## src/design/cv3f_ram.sv

```systemverilog
// Generic single-clock RAM: one write port, one registered read port.
module cv3f_ram #(
  parameter int WIDTH = 8,
  parameter int DEPTH = 16
) (
  input  logic                     clk,
  input  logic                     wr_en,
  input  logic [$clog2(DEPTH)-1:0] wr_addr,
  input  logic [WIDTH-1:0]         wr_data,
  input  logic                     rd_en,
  input  logic [$clog2(DEPTH)-1:0] rd_addr,
  output logic [WIDTH-1:0]         rd_data
);

  logic [WIDTH-1:0] mem [DEPTH];

  always_ff @(posedge clk) begin
    if (wr_en) begin
      mem[wr_addr] <= wr_data;
    end
    if (rd_en) begin
      rd_data <= mem[rd_addr];
    end
  end

endmodule

```

## config.mk

```make
export PLATFORM = sky130hd
export DESIGN_NAME = cv3f_ram
export DESIGN_NICKNAME = d
export VERILOG_FILES = /design/src/design/cv3f_ram.sv
export SDC_FILE = /design/constraint.sdc
export NUM_CORES = 1
export LEC_CHECK = 0
export BUFFER_PORTS_ARGS = -buffer_cell sky130_fd_sc_hd__buf_2
export CAP_MARGIN = 20
export CORE_ASPECT_RATIO = 0.8
export CORE_MARGIN = 2
export CORE_UTILIZATION = 45
export CTS_CLUSTER_DIAMETER = 100
export DETAILED_ROUTE_END_ITERATION = 7
export PLACE_DENSITY = 0.67
export SETUP_SLACK_MARGIN = 0.2
export SYNTH_ARGS = -nofsm -noshare
export SYNTH_HDL_FRONTEND = slang
export SYNTH_SLANG_ARGS = --single-unit
```

## constraint.sdc

```tcl
create_clock -name clk -period 1.7 [get_ports clk]
set_input_delay 0.085 -clock clk [delete_from_list [all_inputs] [get_ports clk]]
set_output_delay 0.085 -clock clk [all_outputs]
set_load 0.02 [all_outputs]
```

==> results.sh <==
export IMPL_status="complete, no violations"
export IMPL_grt_max_degree=33
export IMPL_whs_ns=0.0410
export IMPL_hold_viol=0
export IMPL_clock_latency_ns=0.41
export IMPL_vdd_drop_max_mv=0.747
export IMPL_yosys_warnings=0
export IMPL_critPathMaxFanout=1
export IMPL_synth_edf_count=136
export IMPL_total_power_uw=7570
export IMPL_seq_area_frac_synth=0.781
export IMPL_antenna_found_initial=2
export IMPL_die_area_mm2=0.0125
export IMPL_grt_pass1_vias=2533
export IMPL_die_y_um=100
export IMPL_critPathTopFamily="multiplexers"
export IMPL_die_x_um=125
export IMPL_firstDrtPassIters=4
export IMPL_postRouteWirelength_um=10400
export IMPL_yosys_area_top_type="edfxtp_1"
export IMPL_multiInputGateArea_mm2=0.00107
export IMPL_place_congestion=0.738
export IMPL_setup_viol=0
export IMPL_dr_total_vias=2476
export IMPL_synth_nets=248
export IMPL_syn_avg_cell_area_um2=22.8
export IMPL_grt_ovfl_total=0
export IMPL_cts_htree_levels=4
export IMPL_netlist_instances=229
export IMPL_fin_cells=448
export IMPL_cts_tree="yes"
export IMPL_fin_skew_ns=0.00617
export IMPL_via_per_inst=5.53
export IMPL_synthTopCellsByCount="136 x edfxtp_1, 18 x mux4_2, 16 x a22oi_1, 14 x mux4_1, 13 x nor2_1"
export IMPL_antenna_cells=0
export IMPL_critPathSlowestCell="mux4_1"
export IMPL_rows=35
export IMPL_tightest_slew_ns=0.506
export IMPL_drt_iter0_drc=330
export IMPL_cts_root_buf="clkbuf_16"
export IMPL_cp_end_kind="register"
export IMPL_cp_cell_sequence="mux4_1 -> a22oi_1 -> nand2_1"
export IMPL_synth_area_leaders="edfxtp_1 78%, mux4_2 7.8%, mux4_1 7.0%, a22oi_1 2.3%, nor2_1 0.93%"
export IMPL_wire_per_inst_um=23.3
export IMPL_p_leak_uw=0.00210
export IMPL_final_cell_area_mm2=0.00624
export IMPL_ys_async_sr_fraction=0
export IMPL_mappedNetlistArea_mm2=0.00523
export IMPL_max_stage_delay_ns=0.51
export IMPL_cp_buffers_inverters=0
export IMPL_fmax_mhz=679
export IMPL_slew_headroom=0.663
export IMPL_period_minus_slack_ns=1.47
export IMPL_grt_util_all_layers=0.179
export IMPL_drc=0
export IMPL_synth_seq_cells=136
export IMPL_synthDistinctLibCells=18
export IMPL_dpl_cell_area_mm2=0.00567
export IMPL_synthMostInstantiatedCell="edfxtp_1"
export IMPL_io_pins=27
export IMPL_min_path_type="input port to register"
export IMPL_tns_ns=0
export IMPL_clk_path_buf_depth=2
export IMPL_clock_sinks=136
export IMPL_cts_hold_buffers_added=0
export IMPL_rsz0062_at_grt="no"
export IMPL_grt_first_pass_wirelength_um=15600
export IMPL_period_share=0.867
export IMPL_postCtsSetupBuffers=0
export IMPL_cts_resized=0
export IMPL_area_growth_pct=19.4
export IMPL_drive_gt1_frac=0.353
export IMPL_fillers=854
export IMPL_start_util=0.457
export IMPL_cp_start_kind="register"
export IMPL_path_class="register to register"
export IMPL_io_buffers=26
export IMPL_power_density_mw_per_mm2=1210
export IMPL_drv_cap=0
export IMPL_cts_made_buffers=17
export IMPL_cp_required_ns=1.85
export IMPL_ant_nets=0
export IMPL_hpwl_um=6550
export IMPL_dpl_cell_count=416
export IMPL_seq_area_mm2=0.00408
export IMPL_yosys_area_top_type_share=0.781
export IMPL_worstPathArrival_ns=1.63
export IMPL_finalNetCount=306
export IMPL_path_clk_slew_ns=0.06
export IMPL_ys_flop_type="edfxtp_1"
export IMPL_drv_slew=0
export IMPL_core_mm2=0.0114
-- layer usage --
metal / routed length, um / GRT usage / share of wire
met1: 4800 / 0.259 / 0.46
met2: 4860 / 0.260 / 0.47
met3: 650 / 0.0586 / 0.062
met4: 89 / 0.0622 / 0.0085
met5: 29 / 0 / 0.0028
-- final cells by class --
cell class / count / share of cell area
sequential: 136 / 0.654
multi-input combinational: 83 / 0.172
clock buffer: 18 / 0.0688
tap: 148 / 0.0297
clock inverter: 14 / 0.0204
timing repair buffer: 49 / 0.0545
-- metrics by stage --
step                 util  worst slack (ns)
finish              0.546             0.226
global route        0.546             0.211
CTS                 0.545             0.208
detailed placement  0.496            0.0311
global placement    0.496            0.0738
floorplan               -             0.333
-- cell families (layout without fill, tap and decap cells) --
family,after synthesis,in the layout,share of synthesized area
buf+inv,10,81,0.0165
flops,136,136,0.781
mux,32,32,0.148
compound gates,16,16,0.0230
simple gates,35,35,0.0314
-- power by group --
part           internal [uW]  total, uW  switching [uW]
logic                    161        382             221
clock network           2010       3390            1370
registers               3780       3800            21.2
total                   5950       7570            1610
-- placed cells by master (no fill, tap or decap) --
cell        count
and2_1          1
and2b_1         1
nor3_1          3
nand2_1         9
nand3b_1        2
a22oi_1        12
mux4_1         12
nand3_1         1
mux4_2         20
clkbuf_1        1
clkinvlp_4      4
clkinv_2        3
clkbuf_16      17
edfxtp_1      136
buf_12          3
a22oi_2         4
nor3_2          1
nand2b_1        2
nor2b_1         1
bufinv_16       1
buf_2          26
buf_4          20
clkinv_4        4
inv_6           2
nor2_1         13
or3b_2          1
-- registers in the layout, summed over array words and instances, names as in the netlist --
name / flops
mem: 128
rd_data: 8
-- final timing paths --
path,slack (ns),cells after the start,start,endpoint
min,0.04,1,rd_en,rd_data[3]
max reg2reg,0.23,3,mem[10][2],rd_data[2]
max,0.23,3,mem[10][2],rd_data[2]
min reg2reg,0.77,3,mem[15][5],rd_data[5]
No activity file was read; power rests on OpenSTA's default activity.
