`config.mk`:
```
export PLATFORM = sky130hd
export DESIGN_NAME = cv3f_chan_sum
export DESIGN_NICKNAME = d
export VERILOG_FILES = /design/src/design/cv3f_pkg.sv /design/src/design/cv3f_chan_sum.sv
export SDC_FILE = /design/constraint.sdc
export NUM_CORES = 1
export LEC_CHECK = 0
export BUFFER_PORTS_ARGS = -buffer_cell sky130_fd_sc_hd__buf_2
export CORE_MARGIN = 2
export CORE_UTILIZATION = 60
export DETAILED_ROUTE_END_ITERATION = 16
export PLACE_DENSITY_LB_ADDON = 0.12
export SYNTH_ARGS = -nofsm -noshare
export SYNTH_HDL_FRONTEND = slang
export SYNTH_SLANG_ARGS = --single-unit
export TNS_END_PERCENT = 5
```
`constraint.sdc`:
```
create_clock -name vclk -period 10.31
set_clock_uncertainty 0.2 [all_clocks]
set_input_delay 2.062 -clock vclk [all_inputs]
set_output_delay 2.062 -clock vclk [all_outputs]
set_load 0.01 [all_outputs]
```
`src/design/cv3f_pkg.sv`:
```
// Shared constants, types and arithmetic helpers for the 3x3 image filter.
package cv3f_pkg;

  // Line store depth: the widest row the block handles
  localparam int MAX_WIDTH  = 1024;
  localparam int COL_W      = $clog2(MAX_WIDTH);

  // Configuration field widths
  localparam int WID_W      = 11;
  localparam int HGT_W      = 12;
  localparam int ROW_W      = HGT_W + 1;   // input row runs one past the frame while draining

  // Pixel layout: red in the low byte, then green, then blue
  localparam int CH_W       = 8;
  localparam int NUM_CH     = 3;
  localparam int PIX_W      = CH_W * NUM_CH;
  localparam int LINE_W     = 2 * PIX_W;   // {upper row, middle row} per column

  // Kernel sums fit -4096..4095
  localparam int SUM_W      = 13;
  localparam int EMBOSS_BIAS = 128;
  localparam int CH_MAX     = 255;

  // Divide by nine: multiply by ceil(2^16 / 9) and keep the top bits
  localparam int DIV9_MUL   = 7282;
  localparam int DIV9_SH    = 16;
  localparam int DIV9_PW    = (SUM_W - 1) + 13;

  // Result queue
  localparam int FIFO_DEPTH = 8;
  localparam int PTR_W      = $clog2(FIFO_DEPTH);
  localparam int CNT_W      = $clog2(FIFO_DEPTH + 1);
  localparam int OCC_W      = CNT_W + 1;

  // Configuration register indexes
  localparam int CFG_IDX_W  = 2;
  localparam int CFG_DATA_W = 12;
  localparam logic [CFG_IDX_W-1:0] CFG_WIDTH  = 2'd0;
  localparam logic [CFG_IDX_W-1:0] CFG_HEIGHT = 2'd1;
  localparam logic [CFG_IDX_W-1:0] CFG_MODE   = 2'd2;

  typedef enum logic [1:0] {
    MODE_BLUR    = 2'd0,
    MODE_SHARPEN = 2'd1,
    MODE_EMBOSS  = 2'd2,
    MODE_EDGE    = 2'd3
  } mode_t;

  // Window taps of one channel, row-major, index row*3+col
  typedef logic [8:0][CH_W-1:0] taps_t;

  // Per-item control carried down the pipeline
  typedef struct packed {
    logic emit;
    logic interior;
    logic last;
  } ctl_t;

  // One queued result beat
  typedef struct packed {
    logic            last;
    logic [CH_W-1:0] blue;
    logic [CH_W-1:0] green;
    logic [CH_W-1:0] red;
  } res_t;

  // Truncating divide by nine for sums up to 9*255
  function automatic logic [CH_W-1:0] div9(input logic [SUM_W-2:0] s);
    logic [DIV9_PW-1:0] prod;
    prod = DIV9_PW'(s) * DIV9_PW'(DIV9_MUL);
    return prod[DIV9_SH +: CH_W];
  endfunction

  // Saturate a signed sum to one channel
  function automatic logic [CH_W-1:0] clamp8(input logic signed [SUM_W-1:0] s);
    logic [CH_W-1:0] r;
    if (s < $signed(SUM_W'(0))) begin
      r = '0;
    end else if (s > $signed(SUM_W'(CH_MAX))) begin
      r = CH_W'(CH_MAX);
    end else begin
      r = s[CH_W-1:0];
    end
    return r;
  endfunction

endpackage

```
`src/design/cv3f_chan_sum.sv`:
```
// Kernel sum of one color channel over the 3x3 window for the selected filter.
module cv3f_chan_sum (
  input  cv3f_pkg::taps_t                      taps,
  input  cv3f_pkg::mode_t                      mode,
  output logic signed [cv3f_pkg::SUM_W-1:0]    sum
);
  import cv3f_pkg::*;

  logic signed [SUM_W-1:0] t [9];
  logic signed [SUM_W-1:0] total;
  logic signed [SUM_W-1:0] center5;
  logic signed [SUM_W-1:0] center9;

  // Zero-extend the taps into signed sum width
  always_comb begin
    for (int i = 0; i < 9; i++) begin
      t[i] = $signed(SUM_W'(taps[i]));
    end
  end

  assign total   = t[0] + t[1] + t[2] + t[3] + t[4] + t[5] + t[6] + t[7] + t[8];
  assign center5 = (t[4] <<< 2) + t[4];
  assign center9 = (t[4] <<< 3) + t[4];

  always_comb begin
    case (mode)
      MODE_BLUR:    sum = total;
      MODE_SHARPEN: sum = center5 - t[1] - t[3] - t[5] - t[7];
      MODE_EMBOSS:  sum = $signed(SUM_W'(EMBOSS_BIAS)) - (t[0] <<< 1) - t[1] - t[3]
                          + t[4] + t[5] + t[7] + (t[8] <<< 1);
      MODE_EDGE:    sum = center9 - total;   // 8*center minus the eight neighbors
      default:      sum = total;
    endcase
  end

endmodule

```
==> out/results.ini <==
[worst_setup_path]
critPathRequiredTime_ns = 8.05
crit_type = primary input to primary output
crit_fanout = 5
startpoint_type = primary input
critPathArrivalTime_ns = 7.33
crit_slowest_cell = fa_1
crit_path_end_kind = primary output
max_stage_delay_ns = 0.53

[die]
num_rows = 35
core_um2 = 9240
die_x_um = 102
ios = 87
dieHeight_um = 102
start_util_pct = 61.8
dieArea_um2 = 10300

[layout]
area_growth_pct = 9.92
post-route-util_pct = 68.0
n_clock_buffer = 0
multiInputGateArea_um2 = 5020
drive_gt1_share_pct = 14.1
ff_latch_area_um2 = 0
nets = 994
layout_common_cells = inv_1 (176), fa_1 (118), buf_2 (87), ha_1 (72), nor2_1 (43)
num_antenna_cells = 0
final_common_cell = inv_1
fillCellCount = 805
design.seq.count = 0
instances_no_fill = 857

[timing]
finalSetupViolations = 0
hold_viol = 0
post-route-period-util_pct = 93.0
maxSlewHeadroom_pct = 54.2
fin_tns_setup_ns = 0
final_max_slew_viol_count = 0
worst_slew_pin_slew_ns = 0.687
rsz0062_at_grt = no
fmax_mhz = 104
fin_crit_ns = 9.59

[global_route]
grt_max_degree = 41
track_usage_pct = 27.8
grt_overflow_total = 0
grt_pass1_wl_mm = 22.5
grt_antenna_before_repair = 0
grt_pass1_vias = 4914

[routing]
dr.pass1.iters = 4
vias = 4476
wl_mm = 13.2
postRouteAntennaNets = 0
wl_per_cell_um = 15.4
drtIter0Drc = 129
drc_errors = 0
vias_per_cell = 5.22

[clock_network]
cts_setup_buffers = 0
post_cts_resized = 0
ctsHoldBuffers = 0

[job]
cap_violations = 0

[hold_path]
hold_path_class = primary input to primary output

[placement]
port_buffers = 87
place.gp.congestion = 0.882
dp_cells = 857
dp_hpwl_mm = 12.3

[logic_synthesis]
seq_area_frac_synth_pct = 0
syn_inst = 647
ys_warn_count = 0
syn_area_per_cell_um2 = 8.83
synth_area_um2 = 5710
synth_nets = 911
synth_cell_types = 46

[outcome]
outcome = complete, no violations

-- per-stage QoR --
step           area, µm²  worst slack, ns  hold slack [ns]
2_1_floorplan       5710             1.33             4.12
3_3_place_gp        6280            0.824             4.45
3_5_place_dp        6280            0.739             4.47
4_1_cts             6280            0.719             4.47
5_1_grt             6280            0.381             4.54
6_report            6280            0.721             4.47
-- cell families after synthesis --
kind of cell             synth area share, %
adder cells (fa/ha/maj)                 57.1
buffers and inverters                   12.1
AND/OR/NAND/NOR                         9.74
AO/OA/AOI/OAI                           11.4
XOR/XNOR                                8.12
multiplexers                            1.53
-- cell type report --
class	instances	share of cell area (%)
inverter	176	10.5
multi-input combinational	465	80.0
timing repair buffer	87	6.93
tap	129	2.57
-- synth_stat cells, types with 2 or more instances --
cell / instances / area [µm²]
inv_1: 176 / 661
fa_1: 118 / 2360
ha_1: 72 / 901
nor2_1: 43 / 161
xnor2_1: 36 / 315
a21oi_1: 29 / 145
nand2_1: 21 / 78.8
xor2_1: 17 / 149
nor2b_1: 13 / 81.3
nor3_1: 13 / 65.1
o21ai_1: 13 / 65.1
o21ai_0: 12 / 60.1
nand3_1: 7 / 35.0
a211oi_1: 6 / 45.0
a21o_1: 5 / 37.5
clkbuf_1: 5 / 18.8
nand2b_1: 5 / 31.3
o211ai_1: 5 / 37.5
o21a_1: 5 / 37.5
or3_1: 5 / 31.3
a21boi_1: 3 / 22.5
a21oi_2: 3 / 26.3
a31oi_1: 3 / 18.8
a211oi_2: 2 / 25.0
a41oi_1: 2 / 17.5
and2_1: 2 / 12.5
mux2i_1: 2 / 20.0
mux4_2: 2 / 45.0
o2111ai_1: 2 / 17.5
o21bai_1: 2 / 15.0
o31ai_1: 2 / 15.0
o41ai_2: 2 / 32.5
-- per-layer routing --
metal	up-vias	global-route usage [%]	wire length, µm
li1	2179	-	-
met1	2173	33.2	5370
met2	99	54.1	7060
met3	25	0.966	326
met4	0	7.38	444
met5	-	0	0
-- critical path, delay by kind of cell --
family / cells / cell delay [ns]
fa+ha+maj: 7 / 2.85
xor+xnor: 2 / 0.31
compound gates: 7 / 1.06
simple gates: 3 / 0.45
buf+inv: 7 / 0.59
-- path summary, 6_finish.rpt --
check / startpoint / endpoint / slack (ns) / cells past startpoint
max: taps[2] / sum[11] / 0.72 / 26
min: mode[1] / sum[1] / 4.47 / 4
Power is not shown: default switching activity piles up to over one toggle a cycle in this logic, so the estimate is an artifact.
